**src/rtl/cebg_pkg.sv**
```systemverilog
// Shared types, constants and helper functions for the category event budget gate.
// No dependencies; imported by every module of the block.
package cebg_pkg;

  localparam int NUM_CATEGORIES = 8;
  localparam int IDX_W          = (NUM_CATEGORIES > 1) ? $clog2(NUM_CATEGORIES) : 1;
  localparam int NUM_SCAN       = (NUM_CATEGORIES < 8) ? NUM_CATEGORIES : 8;
  localparam int FALLBACK_IDX   = (NUM_CATEGORIES - 1 < 7) ? (NUM_CATEGORIES - 1) : 7;

  localparam int CNT_W      = 64;
  localparam int SKIP_W     = 32;
  localparam int BUDGET_W   = 31;
  localparam int CAT_W      = 8;
  localparam int CAT_IDX_W  = 3;
  localparam int CFG_IDX_W  = 2;
  localparam int CFG_DATA_W = 32;

  localparam logic [BUDGET_W-1:0] BUDGET_RESET = BUDGET_W'(100000);

  typedef enum logic [CFG_IDX_W-1:0] {
    REG_SKIP_WINDOW  = 2'd0,
    REG_EVENT_BUDGET = 2'd1
  } cebg_reg_t;

  typedef enum logic [1:0] {
    VERDICT_HELD = 2'd0,
    VERDICT_EMIT = 2'd1,
    VERDICT_SUPP = 2'd2
  } cebg_verdict_t;

  // Counter bank write request from the decision logic
  typedef struct packed {
    logic             we;
    logic [IDX_W-1:0] idx;
    logic [CNT_W-1:0] emitted;
    logic [CNT_W-1:0] suppressed;
  } cebg_wr_t;

  // Lowest set bit of the scanned part of the mask; empty mask takes the fallback
  function automatic logic [IDX_W-1:0] pick_index(input logic [CAT_W-1:0] mask);
    logic [IDX_W-1:0] idx;
    idx = IDX_W'(FALLBACK_IDX);
    for (int i = NUM_SCAN - 1; i >= 0; i--) begin
      if (mask[i]) idx = IDX_W'(i);
    end
    return idx;
  endfunction

  function automatic logic [CNT_W-1:0] sat_inc(input logic [CNT_W-1:0] v);
    return (&v) ? v : v + CNT_W'(1);
  endfunction

endpackage

```
**src/rtl/cebg_cnt_bank.sv**
```systemverilog
// Per-category emitted and suppressed counter registers.
// Depends on cebg_pkg for widths and the write request struct.
module cebg_cnt_bank
  import cebg_pkg::*;
(
  input  logic             clk,
  input  logic             rst_n,
  input  logic [IDX_W-1:0] rd_idx,
  output logic [CNT_W-1:0] rd_emitted,
  output logic [CNT_W-1:0] rd_suppressed,
  input  cebg_wr_t         wr
);

  logic [CNT_W-1:0] emitted_r    [NUM_CATEGORIES];
  logic [CNT_W-1:0] suppressed_r [NUM_CATEGORIES];

  assign rd_emitted    = emitted_r[rd_idx];
  assign rd_suppressed = suppressed_r[rd_idx];

  always_ff @(posedge clk) begin
    if (!rst_n) begin
      for (int i = 0; i < NUM_CATEGORIES; i++) begin
        emitted_r[i]    <= '0;
        suppressed_r[i] <= '0;
      end
    end else if (wr.we) begin
      emitted_r[wr.idx]    <= wr.emitted;
      suppressed_r[wr.idx] <= wr.suppressed;
    end
  end

endmodule

```
**src/rtl/cebg_decide.sv**
```systemverilog
// Window and budget decision for one item, producing the counter update.
// Depends on cebg_pkg for types, widths and sat_inc.
module cebg_decide
  import cebg_pkg::*;
(
  input  logic                go,
  input  logic [IDX_W-1:0]    idx,
  input  logic                mode,
  input  logic [CNT_W-1:0]    retired_count,
  input  logic [SKIP_W-1:0]   skip_window,
  input  logic [BUDGET_W-1:0] event_budget,
  input  logic [CNT_W-1:0]    emitted,
  input  logic [CNT_W-1:0]    suppressed,
  output cebg_verdict_t       verdict,
  output logic [CNT_W-1:0]    suppressed_total,
  output cebg_wr_t            wr
);

  logic [CNT_W-1:0] skip64;
  logic [CNT_W-1:0] e_lift;
  logic [CNT_W-1:0] e_used;
  logic             below_skip;
  logic             hold_evt;
  logic             hold_trc;
  logic             over;

  assign skip64     = {{(CNT_W-SKIP_W){1'b0}}, skip_window};
  assign below_skip = emitted < skip64;
  assign hold_evt   = !mode && below_skip;
  assign hold_trc   = mode && (retired_count < skip64);
  // lift the count to the window edge before the budget test
  assign e_lift     = below_skip ? skip64 : emitted;
  assign e_used     = e_lift - skip64;
  assign over       = e_used >= {{(CNT_W-BUDGET_W){1'b0}}, event_budget};

  always_comb begin
    wr.we         = go;
    wr.idx        = idx;
    wr.emitted    = emitted;
    wr.suppressed = suppressed;
    verdict       = VERDICT_HELD;
    if (hold_evt) begin
      wr.emitted = sat_inc(emitted);
    end else if (hold_trc) begin
      verdict = VERDICT_HELD;
    end else if (!over) begin
      verdict    = VERDICT_EMIT;
      wr.emitted = sat_inc(e_lift);
    end else begin
      verdict       = VERDICT_SUPP;
      wr.emitted    = e_lift;
      wr.suppressed = sat_inc(suppressed);
    end
    suppressed_total = wr.suppressed;
  end

endmodule

```
**src/rtl/category_event_budget_gate_core.sv**
```systemverilog
// Category event budget gate: one item in, one verdict out, accepted every cycle
// while the result channel is not stalled. Items pass an input register and a result
// register with the category counters updated between the two; the sustained rate is
// one item per clock while out_stall stays low. Each item's category mask is priority
// encoded (lowest set bit, or the last category when empty); the item is then held in
// the skip window, emitted within the category's budget, or counted as suppressed.
// Write skip_window and event_budget only while no item is in flight. Counters clear
// on reset and saturate at their maximum.
// Depends on cebg_pkg, cebg_cnt_bank and cebg_decide.
module category_event_budget_gate_core
  import cebg_pkg::*;
(
  input  logic                  clk,
  input  logic                  rst_n,
  // configuration
  input  logic                  cfg_we,
  input  logic [CFG_IDX_W-1:0]  cfg_index,
  input  logic [CFG_DATA_W-1:0] cfg_wdata,
  // input channel
  input  logic                  in_valid,
  output logic                  in_stall,
  input  logic [CAT_W-1:0]      in_category,
  input  logic                  in_mode,
  input  logic [CNT_W-1:0]      in_retired_count,
  // result channel
  output logic                  out_valid,
  input  logic                  out_stall,
  output logic [1:0]            out_verdict,
  output logic [CAT_IDX_W-1:0]  out_category_index,
  output logic [CNT_W-1:0]      out_suppressed_total
);

  logic [SKIP_W-1:0]   skip_window_r;
  logic [BUDGET_W-1:0] event_budget_r;

  logic                a_valid_r;
  logic [IDX_W-1:0]    a_idx_r;
  logic                a_mode_r;
  logic [CNT_W-1:0]    a_retired_r;

  logic                out_valid_r;
  logic [1:0]          out_verdict_r;
  logic [IDX_W-1:0]    out_idx_r;
  logic [CNT_W-1:0]    out_supp_r;

  logic                out_adv;
  logic                a_move;
  logic                in_take;

  logic [CNT_W-1:0]    rd_emitted;
  logic [CNT_W-1:0]    rd_suppressed;
  cebg_verdict_t       verdict;
  logic [CNT_W-1:0]    supp_total;
  cebg_wr_t            wr;

  // Configuration registers: ignore writes to unknown indexes
  always_ff @(posedge clk) begin
    if (!rst_n) begin
      skip_window_r  <= '0;
      event_budget_r <= BUDGET_RESET;
    end else if (cfg_we) begin
      unique case (cfg_index)
        REG_SKIP_WINDOW:  skip_window_r  <= cfg_wdata[SKIP_W-1:0];
        REG_EVENT_BUDGET: event_budget_r <= cfg_wdata[BUDGET_W-1:0];
        default: ;
      endcase
    end
  end

  // Handshake: the result register frees when empty or taken this cycle;
  // the input register advances whenever the result register frees.
  assign out_adv  = !out_valid_r || !out_stall;
  assign a_move   = a_valid_r && out_adv;
  assign in_stall = a_valid_r && !out_adv;
  assign in_take  = in_valid && !in_stall;

  // Input register: encode the category on entry to shorten the update path
  always_ff @(posedge clk) begin
    if (!rst_n) begin
      a_valid_r <= 1'b0;
    end else if (!in_stall) begin
      a_valid_r <= in_valid;
    end
  end

  always_ff @(posedge clk) begin
    if (in_take) begin
      a_idx_r     <= pick_index(in_category);
      a_mode_r    <= in_mode;
      a_retired_r <= in_retired_count;
    end
  end

  cebg_cnt_bank u_cnt_bank (
    .clk           (clk),
    .rst_n         (rst_n),
    .rd_idx        (a_idx_r),
    .rd_emitted    (rd_emitted),
    .rd_suppressed (rd_suppressed),
    .wr            (wr)
  );

  // Counters update exactly when the item moves into the result register
  cebg_decide u_decide (
    .go               (a_move),
    .idx              (a_idx_r),
    .mode             (a_mode_r),
    .retired_count    (a_retired_r),
    .skip_window      (skip_window_r),
    .event_budget     (event_budget_r),
    .emitted          (rd_emitted),
    .suppressed       (rd_suppressed),
    .verdict          (verdict),
    .suppressed_total (supp_total),
    .wr               (wr)
  );

  // Result register
  always_ff @(posedge clk) begin
    if (!rst_n) begin
      out_valid_r <= 1'b0;
    end else if (out_adv) begin
      out_valid_r <= a_valid_r;
    end
  end

  always_ff @(posedge clk) begin
    if (a_move) begin
      out_verdict_r <= verdict;
      out_idx_r     <= a_idx_r;
      out_supp_r    <= supp_total;
    end
  end

  assign out_valid            = out_valid_r;
  assign out_verdict          = out_verdict_r;
  assign out_category_index   = CAT_IDX_W'(out_idx_r);
  assign out_suppressed_total = out_supp_r;

  // A suppressed item always leaves a non-zero suppressed count behind
  a_supp_nonzero: assert property (@(posedge clk) disable iff (!rst_n)
    (out_valid_r && out_verdict_r == VERDICT_SUPP) |-> out_supp_r != '0)
    else $error("suppressed verdict with zero suppressed total");

  // An item leaving the input register appears in the result register next cycle
  a_move_lands: assert property (@(posedge clk) disable iff (!rst_n)
    a_move |=> out_valid_r)
    else $error("item lost between input and result register");

  // Counters are written only when an item moves on
  a_wr_only_on_move: assert property (@(posedge clk) disable iff (!rst_n)
    wr.we |-> (a_valid_r && out_adv))
    else $error("counter write without item transfer");

  // Reset empties both stages
  a_reset_empty: assert property (@(posedge clk)
    !rst_n |=> (!out_valid_r && !a_valid_r))
    else $error("pipeline not empty after reset");

endmodule

```
**config.mk**
```make
export PLATFORM = sky130hd
export DESIGN_NAME = category_event_budget_gate_core
export DESIGN_NICKNAME = d
export VERILOG_FILES = /design/src/rtl/cebg_pkg.sv /design/src/rtl/cebg_cnt_bank.sv /design/src/rtl/cebg_decide.sv /design/src/rtl/category_event_budget_gate_core.sv
export SDC_FILE = /design/constraint.sdc
export NUM_CORES = 2
export LEC_CHECK = 0
export ABC_AREA = 0
export BUFFER_PORTS_ARGS = -buffer_cell sky130_fd_sc_hd__buf_2
export CORE_MARGIN = 1
export CORE_UTILIZATION = 40
export CTS_CLUSTER_SIZE = 40
export DETAILED_ROUTE_END_ITERATION = 8
export PLACE_DENSITY_LB_ADDON = 0.05
export SYNTH_ARGS = -nofsm -noshare
export SYNTH_HDL_FRONTEND = slang
export SYNTH_SLANG_ARGS = --single-unit
export TNS_END_PERCENT = 20
```
**constraint.sdc**
```tcl
create_clock -name clk -period 31 [get_ports clk]
set_input_delay 6.2 -clock clk [delete_from_list [all_inputs] [get_ports clk]]
set_output_delay 6.2 -clock clk [all_outputs]
set_load 0.01 [all_outputs]
```
==> metrics.cfg <==
[outcome]
outcome = finished, final reports clean

[hold_path]
hp-start = event_budget_r[17]$_SDFFE_PN0P_
holdPathStages = 2
worstHoldEndpoint = event_budget_r[17]$_SDFFE_PN0P_
min_path_type = reg2reg

[synth]
syn_avg_cell_area_sq_um = 12.0
synth_top_cells_by_count = 1161 x edfxtp_1, 1081 x nor2_1, 341 x nand2_1
synth_edf_count = 1161
synth.most_common_cell = edfxtp_1
syn_area_sq_um = 61400
synth_warnings = 0
ys_top_cells_by_area = edfxtp_1 57%, nor2_1 6.6%, mux4_2 4.7%, ha_1 2.6%, mux2i_1 2.6%
synth_seq_cells = 1226
yosysTopAreaCell = edfxtp_1
syn-num-nets = 5363
synthFlopType = edfxtp_1
async_flop_share_pct = 0
syn_inst = 5122
ys_seq_area_share_pct = 58.9
synth_top_area_share_pct = 56.8
ys_types = 111

[drt]
ant_nets = 0
num_vias = 43200
dr.pass1.iters = 6
post_drt_wl_per_cell_um = 28.3
wirelength_um = 209000
drc = 0
vias_per_cell = 5.85
drt-initial-drc-count = 3769

[critical_path]
critPathMaxStageDelay_ps = 890
r2r_cells = 34
startpoint_type = flop
r2r_start = a_idx_r[1]$_SDFFCE_PP0P_
cp_slowest_cell = o31ai_4
end_kind = flop
criticalPathCategory = reg2reg
critPathLaunch = a_idx_r[1]$_SDFFCE_PP0P_
arrival_ps = 13990
crit_required_ps = 31420
crit_fanout = 100
r2r_setup_slack_ps = 17430
reg2reg_to = out_suppressed_total[61]$_DFFE_PP_

[die]
fp.dieW_um = 394
pin_count = 183
die-area_sq_um = 155000
die_y_um = 394
rows = 143
start_util_pct = 40.3
coreArea_sq_um = 152000

[pwr]
leakage_uw = 0.0249
power_density_nw_per_um2 = 59.6
ir_drop_v = 0.0000441

[clocking]
clockBufferDepth = 3
numCtsBuffers = 139
cts_root_buffer = clkbuf_16
worstSkewPairLatency_ps = 790
htree_levels = 4
tritoncts = done
post_cts_buffers = 0
cts_sinks = 1226
path_clk_slew_ps = 60
cts_resized = 0
holdBufCountCts = 0

[sta]
fin_crit_sh_pct = 43.8
relSlewSlack_pct = 22.8
fin_skew_ps = 31.8
finalHoldViolations = 0
finalSetupViolCount = 0
fin_worst_hold_slack_ps = 463
final.setup.tns_ps = 0
fmax_mhz = 73.7
post-route-min-period_ps = 13570
rsz0062_at_grt = no
maxSlewViolCount = 0
worst_slew_pin_slew_ps = 1150

[placement]
hpwl_um = 125000
io_buffer_count = 181
gp_congestion = 0.909

[global_route]
grt_pass1_wl_um = 301000
grt_antenna_before_repair = 4
grt.total_usage_pct = 26.5
grt_remaining_overflow = 0
grt_max_degree = 119
first_global_vias = 42800

[finish]
drive_above_1_share_pct = 16.0
nets = 5470
area_growth_pct = 12.2

[run]
drv_cap = 0

layout by cell type (no fill, tap or decap), types with 30 or more instances in the layout:
cell type / count
buf_2: 181
a21boi_0: 67
a21o_1: 34
nor4_1: 44
clkbuf_16: 143
clkinv_1: 40
nand3_1: 84
xnor2_1: 49
mux4_2: 128
nor2_1: 1077
a22oi_1: 32
mux2i_1: 158
nor3_1: 96
ha_1: 128
nand2_1: 326
a221oi_1: 57
nand2b_1: 39
and3_1: 30
mux2_2: 84
nand4_1: 72
o21ai_0: 76
edfxtp_1: 1161
a21oi_1: 159
buf_4: 114
dfxtp_1: 65
inv_1: 168
and2_1: 34
kinds of logic after synthesis:
| logic type | share of synthesized area (%) |
|---|---|
| compound gates | 8.52 |
| xor+xnor | 1.82 |
| fa+ha+maj | 2.64 |
| simple gates | 15.5 |
| mux | 8.93 |
| flops | 58.9 |
| buf+inv | 3.63 |
sequential cells by signal (all words and copies together), names as in the netlist:
| signal | cells |
|---|---|
| event_budget_r | 31 |
| a_idx_r | 3 |
| a_valid_r | 1 |
| u_cnt_bank.emitted_r | 512 |
| u_cnt_bank.suppressed_r | 512 |
| a_retired_r | 64 |
| out_valid | 1 |
| skip_window_r | 32 |
| out_verdict | 2 |
| a_mode_r | 1 |
| out_category_index | 3 |
| out_suppressed_total | 64 |
layer usage:
| layer | vias to the layer above | routed length, um | global-route usage, % |
|---|---|---|---|
| li1 | 19200 | - | - |
| met1 | 22300 | 93200 | 37.1 |
| met2 | 1386 | 98300 | 43.1 |
| met3 | 299 | 11500 | 3.32 |
| met4 | 2 | 5710 | 7.82 |
| met5 | - | 13 | 0 |
metrics by stage:
stage | util (%) | setup slack, ps | total power, uW | instance area (sq um) | instances
after floorplan | - | 18380 | 2310 | 61400 | 5122
after global placement | 42.4 | 17540 | 2510 | 64400 | 7118
after detailed placement | 42.4 | 17540 | 2510 | 64400 | 7118
after CTS | 45.3 | 17480 | 4140 | 68900 | 7373
after global routing | 45.3 | 16800 | 4240 | 68900 | 7373
final | 45.3 | 17430 | 4110 | 68900 | 7374
power breakdown:
group          switching, uW  internal [uW]
combinational            389            183
clock                    700            930
sequential              20.0           1880
total                   1110           3000
cell type report:
| class | count | area, sq um |
|---|---|---|
| diodes | 1 | 2.50 |
| clock buffers | 174 | 3720 |
| clock inverters | 81 | 708 |
| fillers | 14200 | 83200 |
| inverters | 175 | 662 |
| multi-input cells | 3386 | 23200 |
| flip-flops and latches | 1226 | 36200 |
| well taps | 2030 | 2540 |
| repair buffers | 301 | 1880 |
worst max path at each step:
| stage | to | slack [ps] |
|---|---|---|
| floorplan | in_stall | 18380 |
| global placement | out_suppressed_total[61]$_DFFE_PP_ | 17540 |
| detailed placement | out_suppressed_total[61]$_DFFE_PP_ | 17540 |
| CTS | out_suppressed_total[61]$_DFFE_PP_ | 17480 |
| global route | out_suppressed_total[61]$_DFFE_PP_ | 16800 |
| finish | out_suppressed_total[61]$_DFFE_PP_ | 17430 |
worst max-delay path, delay by kind of cell (launching register included):
family / cells / cell delay (ps)
flip-flops: 1 / 370
adder cells (fa/ha/maj): 3 / 930
XOR/XNOR: 2 / 800
AO/OA/AOI/OAI: 8 / 3430
AND/OR/NAND/NOR: 15 / 4830
buffers and inverters: 6 / 2520
(Power assumes the default switching activity.)
